### config.mk
export PLATFORM = sky130hd
export DESIGN_NAME = keypad_matrix_press_hold_detector
export DESIGN_NICKNAME = d
export VERILOG_FILES = /design/src/sv/kpd_pkg.sv /design/src/sv/kpd_in_reg.sv /design/src/sv/kpd_core.sv /design/src/sv/kpd_out_reg.sv /design/src/sv/keypad_matrix_press_hold_detector.sv
export SDC_FILE = /design/constraint.sdc
export NUM_CORES = 1
export LEC_CHECK = 0
export BUFFER_PORTS_ARGS = -buffer_cell sky130_fd_sc_hd__buf_2
export CAP_MARGIN = 40
export CORE_MARGIN = 3
export CORE_UTILIZATION = 41
export DETAILED_ROUTE_END_ITERATION = 7
export HOLD_SLACK_MARGIN = 0.02
export SLEW_MARGIN = 20
export SYNTH_ARGS = -nofsm -noshare
export SYNTH_HDL_FRONTEND = slang
export SYNTH_HIERARCHICAL = 1
export SYNTH_SLANG_ARGS = --single-unit
### constraint.sdc
create_clock -name clk -period 3.35 [get_ports clk]
set_input_delay 0.335 -clock clk [delete_from_list [all_inputs] [get_ports clk]]
set_output_delay 0.335 -clock clk [all_outputs]
set_load 0.02 [all_outputs]
### src/sv/kpd_pkg.sv
// Package for the keypad press/hold detector.
// Holds the item and result types, operation and state codes and the key decode.
// No dependencies.
package kpd_pkg;

	localparam int LINE_W = 3;
	localparam int KEY_W = 6;
	localparam int OP_W = 2;
	localparam int KIND_W = 2;
	localparam int CFG_IDX_W = 2;
	localparam int CFG_DATA_W = 16;
	localparam int DEB_W = 8;
	localparam int TIME_W = 16;

	// Operation codes.
	localparam logic [OP_W-1:0] OP_TICK = 2'd0;
	localparam logic [OP_W-1:0] OP_PAD = 2'd1;
	localparam logic [OP_W-1:0] OP_CONSUME = 2'd2;

	// Press state codes; clicked and held double as the reported event kind.
	localparam logic [KIND_W-1:0] PS_NONE = 2'd0;
	localparam logic [KIND_W-1:0] PS_CLICKED = 2'd1;
	localparam logic [KIND_W-1:0] PS_HELD = 2'd2;
	localparam logic [KIND_W-1:0] PS_PRESSED = 2'd3;

	// Configuration register indexes.
	localparam logic [CFG_IDX_W-1:0] REG_DEBOUNCE = 2'd0;
	localparam logic [CFG_IDX_W-1:0] REG_HOLD = 2'd1;

	localparam logic [DEB_W-1:0] DEBOUNCE_RESET = 8'd10;
	localparam logic [TIME_W-1:0] HOLD_RESET = 16'd1000;
	localparam logic [TIME_W-1:0] TIME_MAX = '1;

	typedef struct packed {
		logic [OP_W-1:0] op;
		logic [LINE_W-1:0] row_lines;
		logic [LINE_W-1:0] col_lines;
	} item_t;

	typedef struct packed {
		logic [KEY_W-1:0] key_code;
		logic [KIND_W-1:0] event_kind;
	} result_t;

	// A key needs at least one row line and one column line.
	function automatic logic [KEY_W-1:0] key_from_lines(
		input logic [LINE_W-1:0] rows,
		input logic [LINE_W-1:0] cols
	);
		logic [KEY_W-1:0] k;
		begin
			if (rows == '0 || cols == '0) begin
				k = '0;
			end else begin
				k = {cols, rows};
			end
			return k;
		end
	endfunction

endpackage

### src/sv/kpd_in_reg.sv
// Input register stage of the keypad press/hold detector.
// Captures one word per cycle unless stalled, and holds a consume word while the result register is busy.
// Depends on kpd_pkg.
module kpd_in_reg (
	input  logic clk,
	input  logic arst_n,
	input  logic in_valid,
	output logic in_stall,
	input  logic [kpd_pkg::OP_W-1:0] op,
	input  logic [kpd_pkg::LINE_W-1:0] row_lines,
	input  logic [kpd_pkg::LINE_W-1:0] col_lines,
	input  logic out_busy,
	output kpd_pkg::item_t item_s1,
	output logic fire_s1
);

	logic valid_s1;
	logic advance;

	// Only a consume request needs room in the result register.
	assign advance = !(item_s1.op == kpd_pkg::OP_CONSUME && out_busy);
	assign fire_s1 = valid_s1 && advance;
	assign in_stall = valid_s1 && !advance;

	always_ff @(posedge clk or negedge arst_n) begin
		if (!arst_n) begin
			valid_s1 <= 1'b0;
		end else if (!in_stall) begin
			valid_s1 <= in_valid;
		end
	end

	always_ff @(posedge clk) begin
		if (!in_stall && in_valid) begin
			item_s1.op <= op;
			item_s1.row_lines <= row_lines;
			item_s1.col_lines <= col_lines;
		end
	end

endmodule

### src/sv/kpd_core.sv
// Press state, timers and configuration registers of the keypad detector.
// Applies one word from the input stage per cycle while that stage is not stalled, and forms the consume result.
// Depends on kpd_pkg.
module kpd_core (
	input  logic clk,
	input  logic arst_n,
	input  logic cfg_valid,
	output logic cfg_ready,
	input  logic [kpd_pkg::CFG_IDX_W-1:0] cfg_index,
	input  logic [kpd_pkg::CFG_DATA_W-1:0] cfg_data,
	input  kpd_pkg::item_t item_s1,
	input  logic fire_s1,
	output kpd_pkg::result_t result
);

	logic [kpd_pkg::DEB_W-1:0] debounce_q;
	logic [kpd_pkg::TIME_W-1:0] hold_ms_q;
	logic [kpd_pkg::KIND_W-1:0] state_q, state_d;
	logic [kpd_pkg::KEY_W-1:0] pressed_key_q, pressed_key_d;
	logic [kpd_pkg::TIME_W-1:0] event_age_q, event_age_d;
	logic [kpd_pkg::TIME_W-1:0] hold_timer_q, hold_timer_d, timer_inc;
	logic hold_running_q, hold_running_d;
	logic [kpd_pkg::KEY_W-1:0] key;
	logic ready_now;

	assign cfg_ready = 1'b1;
	assign key = kpd_pkg::key_from_lines(item_s1.row_lines, item_s1.col_lines);
	assign ready_now = (state_q == kpd_pkg::PS_CLICKED) || (state_q == kpd_pkg::PS_HELD);
	assign timer_inc = (hold_timer_q != kpd_pkg::TIME_MAX) ? hold_timer_q + 16'd1 : hold_timer_q;

	always_comb begin
		result.key_code = ready_now ? pressed_key_q : '0;
		result.event_kind = ready_now ? state_q : kpd_pkg::PS_NONE;
	end

	always_comb begin
		state_d = state_q;
		pressed_key_d = pressed_key_q;
		event_age_d = event_age_q;
		hold_timer_d = hold_timer_q;
		hold_running_d = hold_running_q;
		if (fire_s1) begin
			unique case (item_s1.op)
				kpd_pkg::OP_TICK: begin
					if (event_age_q != kpd_pkg::TIME_MAX) begin
						event_age_d = event_age_q + 16'd1;
					end
					if (hold_running_q) begin
						hold_timer_d = timer_inc;
						if (timer_inc >= hold_ms_q) begin
							hold_running_d = 1'b0;
							hold_timer_d = '0;
							if (state_q == kpd_pkg::PS_PRESSED && pressed_key_q == key) begin
								state_d = kpd_pkg::PS_HELD;
							end else begin
								state_d = kpd_pkg::PS_NONE;
								pressed_key_d = '0;
							end
						end
					end
				end
				kpd_pkg::OP_PAD: begin
					// Events inside the debounce window are dropped.
					if (event_age_q >= {8'd0, debounce_q}) begin
						event_age_d = '0;
						if (key == '0) begin
							hold_running_d = 1'b0;
							if (state_q == kpd_pkg::PS_PRESSED) begin
								state_d = kpd_pkg::PS_CLICKED;
							end
						end else begin
							pressed_key_d = key;
							state_d = kpd_pkg::PS_PRESSED;
							hold_timer_d = '0;
							hold_running_d = 1'b1;
						end
					end
				end
				kpd_pkg::OP_CONSUME: begin
					if (ready_now) begin
						state_d = kpd_pkg::PS_NONE;
						pressed_key_d = '0;
					end
				end
				default: begin
				end
			endcase
		end
	end

	always_ff @(posedge clk or negedge arst_n) begin
		if (!arst_n) begin
			debounce_q <= kpd_pkg::DEBOUNCE_RESET;
			hold_ms_q <= kpd_pkg::HOLD_RESET;
		end else if (cfg_valid && cfg_ready) begin
			if (cfg_index == kpd_pkg::REG_DEBOUNCE) begin
				debounce_q <= cfg_data[kpd_pkg::DEB_W-1:0];
			end else if (cfg_index == kpd_pkg::REG_HOLD) begin
				hold_ms_q <= cfg_data;
			end
		end
	end

	always_ff @(posedge clk or negedge arst_n) begin
		if (!arst_n) begin
			state_q <= kpd_pkg::PS_NONE;
			pressed_key_q <= '0;
			event_age_q <= '0;
			hold_timer_q <= '0;
			hold_running_q <= 1'b0;
		end else begin
			state_q <= state_d;
			pressed_key_q <= pressed_key_d;
			event_age_q <= event_age_d;
			hold_timer_q <= hold_timer_d;
			hold_running_q <= hold_running_d;
		end
	end

	// The hold timer only runs for a press that has not been resolved.
	a_running_pressed: assert property (@(posedge clk) disable iff (!arst_n)
		hold_running_q |-> state_q == kpd_pkg::PS_PRESSED)
		else $error("hold timer running outside pressed state");

	a_none_no_key: assert property (@(posedge clk) disable iff (!arst_n)
		state_q == kpd_pkg::PS_NONE |-> pressed_key_q == '0)
		else $error("key kept with no press pending");

	a_active_has_key: assert property (@(posedge clk) disable iff (!arst_n)
		state_q != kpd_pkg::PS_NONE |-> pressed_key_q != '0)
		else $error("press pending with empty key");

	a_consume_clears: assert property (@(posedge clk) disable iff (!arst_n)
		(fire_s1 && item_s1.op == kpd_pkg::OP_CONSUME && ready_now)
		|=> (state_q == kpd_pkg::PS_NONE && pressed_key_q == '0))
		else $error("reported event not cleared");

endmodule

### src/sv/kpd_out_reg.sv
// Result register of the keypad press/hold detector.
// Holds one consume result until the downstream side takes it.
// Depends on kpd_pkg.
module kpd_out_reg (
	input  logic clk,
	input  logic arst_n,
	input  logic load,
	input  kpd_pkg::result_t result,
	output logic out_busy,
	output logic out_valid,
	input  logic out_stall,
	output logic [kpd_pkg::KEY_W-1:0] key_code,
	output logic [kpd_pkg::KIND_W-1:0] event_kind
);

	logic valid_q;
	kpd_pkg::result_t result_q;

	assign out_busy = valid_q && out_stall;
	assign out_valid = valid_q;
	assign key_code = result_q.key_code;
	assign event_kind = result_q.event_kind;

	always_ff @(posedge clk or negedge arst_n) begin
		if (!arst_n) begin
			valid_q <= 1'b0;
		end else if (load) begin
			valid_q <= 1'b1;
		end else if (!out_stall) begin
			valid_q <= 1'b0;
		end
	end

	always_ff @(posedge clk) begin
		if (load) begin
			result_q <= result;
		end
	end

endmodule

### src/sv/keypad_matrix_press_hold_detector.sv
// Top level of the keypad press/hold detector for a 3x3 key matrix.
// Depends on kpd_pkg, kpd_in_reg, kpd_core and kpd_out_reg.
//
//   channel  handshake             payload
//   input    in_valid / in_stall   op, row_lines, col_lines
//   output   out_valid / out_stall key_code, event_kind
//   config   cfg_valid / cfg_ready cfg_index, cfg_data
//
// One word is taken per cycle unless stalled. A consume result is loaded from the input
// register into the result register. A consume that finds an untaken result there waits
// in the input register, and the input stalls for every word until that result is taken.
// Reset clears the press state, timers and valid flags and restores the config defaults.
// The config port is always ready.
module keypad_matrix_press_hold_detector (
	input  logic clk,
	input  logic arst_n,
	input  logic in_valid,
	output logic in_stall,
	input  logic [kpd_pkg::OP_W-1:0] op,
	input  logic [kpd_pkg::LINE_W-1:0] row_lines,
	input  logic [kpd_pkg::LINE_W-1:0] col_lines,
	output logic out_valid,
	input  logic out_stall,
	output logic [kpd_pkg::KEY_W-1:0] key_code,
	output logic [kpd_pkg::KIND_W-1:0] event_kind,
	input  logic cfg_valid,
	output logic cfg_ready,
	input  logic [kpd_pkg::CFG_IDX_W-1:0] cfg_index,
	input  logic [kpd_pkg::CFG_DATA_W-1:0] cfg_data
);

	kpd_pkg::item_t item_s1;
	kpd_pkg::result_t result;
	logic fire_s1;
	logic out_busy;
	logic load;

	assign load = fire_s1 && item_s1.op == kpd_pkg::OP_CONSUME;

	kpd_in_reg u_in_reg (
		.clk(clk),
		.arst_n(arst_n),
		.in_valid(in_valid),
		.in_stall(in_stall),
		.op(op),
		.row_lines(row_lines),
		.col_lines(col_lines),
		.out_busy(out_busy),
		.item_s1(item_s1),
		.fire_s1(fire_s1)
	);

	kpd_core u_core (
		.clk(clk),
		.arst_n(arst_n),
		.cfg_valid(cfg_valid),
		.cfg_ready(cfg_ready),
		.cfg_index(cfg_index),
		.cfg_data(cfg_data),
		.item_s1(item_s1),
		.fire_s1(fire_s1),
		.result(result)
	);

	kpd_out_reg u_out_reg (
		.clk(clk),
		.arst_n(arst_n),
		.load(load),
		.result(result),
		.out_busy(out_busy),
		.out_valid(out_valid),
		.out_stall(out_stall),
		.key_code(key_code),
		.event_kind(event_kind)
	);

endmodule

==> out/metrics.csv <==
stage,metric,value,unit
status,failing checks,negative setup slack,
synth,Mean Syn Cell Area,9.95,um2
synth,dominant cell type by area after synthesis,dfrtp_1,
clocking,CTS Root Cell,clkbuf_16,
floorplan,starting density of the core,42.9,%
cells_and_area,Nets,640,
clocking,H-tree depth,3,
pwr,PnR Total Power,2980,uW
floorplan,die area,12900,um2
floorplan,chip width,114,um
sta,Hold Slack,0.164,ns
clocking,clock sinks,83,
cells_and_area,area occupied by multi-input gates,2650,um2
cells_and_area,fin area,6090,um2
synth,Synth Flop Type,dfrtp_1,
pwr,Logic pwr share,24.2,%
pwr,clock share of power,32.8,%
global_route,number of global-route vias before repair,3935,
clocking,Clock Pin Slew Worst Setup and Hold Paths,0.06,ns
pwr,internal cell power,2100,uW
status,outcome,"complete, but fails checks",
detailed_routing,DR WL/cell,15.3,um
floorplan,Rows,38,
critical_path,Startpoint Class,flop,
sta,post-layout min period,3.35,ns
detailed_routing,total iterations of the first detailed-routing run,4,
detailed_routing,Starting DRT DRC Count,208,
cells_and_area,layout cells sized above 1,32.4,%
cells_and_area,sequential cell area,2170,um2
synth,Yosys top cell area share,31.1,%
detailed_routing,Routed Antenna Nets,0,
cells_and_area,Synth-to-Final Area Change,28.2,%
synth,Ys Warns,6,
pwr,P_leak,0.00282,uW
synth,dominant cells by area after synthesis,"dfrtp_1 31%, edfxtp_1 10%, ha_1 8.7%",
detailed_routing,DRT Wirelength,11.0,mm
clocking,Clock Tree Buf Depth,2,
clocking,worst-skew pair later-pin latency,0.35,ns
sta,final worst slack,-0.00308,ns
pwr,Sw Share,29.4,%
floorplan,Boundary Pins,42,
synth,syn_nets,542,
global_route,first-pass GRT wire length,18.6,mm
critical_path,CP Max Fanout,6,
placement,Port Buffers,40,
detailed_routing,via count,3803,
critical_path,arrival time worst endpoint,3.58,ns
pwr,Worst VDD drop,0.270,mV
clocking,CTS tree,built,
critical_path,CP Capture Type,flop,
synth,Synth Cell Area,4750,um2
floorplan,Placeable Area,11100,um2
synth,asr flop ratio synth,80.7,%
sta,count of final hold-check violations,0,
sta,Final setup violation count,1,
cells_and_area,# fillers,983,
critical_path,CP required,3.58,ns
sta,Slew headroom,47.9,%
placement,Post-DP Area,5480,um2
floorplan,Die Y-Extent,114,um
clocking,CTS Buf Count,9,
detailed_routing,drt via density,5.27,
sta,Worst Tran Pin Value,0.774,ns
sta,unrepaired setup endpoints after global routing,true,
global_route,global router's overall resource usage,18.2,%
detailed_routing,Post-route DRC,0,
synth,cells after synthesis,478,
run,Max Cap Viol,0,
synth,synth unique cells,59,
pwr,Pwr per Cell Area,489,nW/um2
pwr,NetSw,875,uW
global_route,initial antenna violation count,0,
cells_and_area,antenna cells,0,
global_route,gr ovfl total,0,
sta,fmax,298,MHz
synth,post-synthesis register bit count,83,
synth,Post-synth EDFFs,16,
placement,routability cong.,0.820,
sta,Final period util,100,%
global_route,pin count of the biggest net entering global routing,25,
pwr,Flop pwr share,42.9,%
synth,"Seq/Total Area, Yosys",45.6,%
placement,post-detail-place hpwl,8.04,mm
sta,max-slew violation count,0,
min_path,Hold Path Class,primary input to flop,
sta,worst clock skew,0.00489,ns
critical_path,critical path type,flop to flop,
==> worst paths after layout <==
check | start | slack (ns) | cells past startpoint | end
worst max-delay path | u_core/hold_timer_q[8] | -0.003 | 15 | u_core/pressed_key_q[5]
worst min-delay path | col_lines[0] | 0.16 | 1 | u_in_reg/item_s1[0]
worst max register to register | u_core/hold_timer_q[8] | -0.003 | 15 | u_core/pressed_key_q[5]
worst min register to register | u_out_reg/out_valid | 0.50 | 1 | u_out_reg/out_valid
max in group asynchronous | arst_n | 2.05 | 3 | u_core/debounce_q[1]
min in group asynchronous | arst_n | 0.51 | 2 | u_core/hold_ms_q[15]
==> synthesized netlist by cell type, types with 2 or more instances <==
cell and number:
dfrtp_1 59, nand2_1 42, inv_1 40, o21ai_0 38
ha_1 33, mux2_2 26, nor2_1 25, a21oi_1 18
and3_1 16, edfxtp_1 16, nand3_1 13, nor3_1 13
nor2b_1 11, xnor2_1 11, clkbuf_1 9, dfstp_2 8
nand2b_1 8, nand4_1 8, or3_1 8, a22o_1 5
o211ai_1 5, a31oi_1 4, xor2_1 4, a21o_1 3
and2_1 3, nor4_1 3, o21ai_1 3, o31ai_1 3
or2_2 3, a2111oi_0 2, buf_2 2, mux2i_1 2
nor3b_1 2, nor4b_1 2, nor4bb_1 2, o2111ai_1 2
o21a_1 2, o32ai_1 2, o41ai_1 2
==> sequential cells by signal, indices dropped and copies added, names as in the netlist, 2 cells and up <==
signal,count
u_core/state_q,2
u_core/debounce_q,8
u_out_reg/key_code,6
u_out_reg/event_kind,2
u_core/pressed_key_q,6
u_core/hold_ms_q,16
u_core/hold_timer_q,16
u_in_reg/item_s1,8
u_core/event_age_q,16
==> what timing repair did <==
action                                 CTS  global route
endpoints found under the hold margin   22             0
setup buffers                            2             4
resized for setup                       38            25
hold buffers                             1             0
pin swaps                               13             8
setup endpoints to repair               22            24
cloned                                   0             0
==> metrics by stage <==
stage	util (%)	setup slack [ns]	cells	setup TNS (ns)
after detailed placement	49.4	-0.333	698	-5.19
final	55.0	-0.00308	721	-0.00308
after global routing	55.0	-0.132	721	-0.983
after CTS	53.7	0.000729	717	0
after global placement	49.3	-0.325	697	-4.47
after floorplan	-	0.00554	478	0
==> logic make-up (layout without fill, tap and decap cells) <==
logic type | after synthesis | after routing | share of synthesized area (%)
AND/OR/NAND/NOR | 168 | 168 | 19.1
AO/OA/AOI/OAI | 98 | 98 | 12.9
flip-flops | 83 | 83 | 45.6
buffers and inverters | 52 | 155 | 4.24
adder cells (fa/ha/maj) | 33 | 33 | 8.68
multiplexers | 28 | 28 | 6.58
XOR/XNOR | 15 | 15 | 2.76
other | 1 | 1 | 0.0789
==> cell usage in the layout (no fill, tap or decap), drive strengths merged, types with 9 or more instances in the layout <==
cell / Yosys / layout
a21oi: 18 / 18
and3: 16 / 16
buf: 3 / 98
clkbuf: 9 / 10
dfrtp: 59 / 59
edfxtp: 16 / 16
ha: 33 / 33
inv: 40 / 40
mux2: 26 / 26
nand2: 42 / 42
nand3: 13 / 13
nor2: 25 / 25
nor2b: 11 / 11
nor3: 14 / 14
o21ai: 41 / 41
or3: 9 / 9
xnor2: 11 / 11
==> worst max-delay path, stage by stage, from the launching register on <==
cell	delay [ns]
dfrtp_1	0.36
and4_4	0.23
and3_4	0.20
buf_6	0.11
and2_4	0.14
and3_4	0.20
nand3_2	0.08
o21ai_2	0.08
inv_2	0.07
ha_4	0.29
a21oi_1	0.09
a21bo_2	0.22
a221o_1	0.33
a311oi_4	0.28
o211ai_4	0.20
mux2_4	0.36
==> area by class of cell <==
cell class / count / area share, %
Timing Repair Buffer: 99 / 11.0
Clock inverter: 6 / 0.924
Sequential cell: 83 / 35.6
Clock buffer: 10 / 3.76
Tap cell: 140 / 2.87
Inverter: 40 / 2.46
Multi-Input combinational cell: 343 / 43.4
==> routing by layer <==
layer	up-vias	routed length, um	part of all wire, %	global-route usage (%)
met3	16	341	3.1	3.08
met4	0	229	2.1	8.57
met5	-	0	0	0
met1	1817	4990	45	22.8
met2	62	5450	50	30.5
li1	1908	-	-	-
==> power by group through the flow <==
| stage | logic (uW) | clock network (uW) | registers (uW) |
|---|---|---|---|
| 2_1_floorplan | 409 | 0 | 1270 |
| 3_3_place_gp | 595 | 0 | 1290 |
| 3_5_place_dp | 618 | 0 | 1300 |
| 4_1_cts | 654 | 1010 | 1280 |
| 5_1_grt | 808 | 1050 | 1300 |
| 6_report | 722 | 977 | 1280 |
Note: power is estimated with default switching activity, not from simulation.
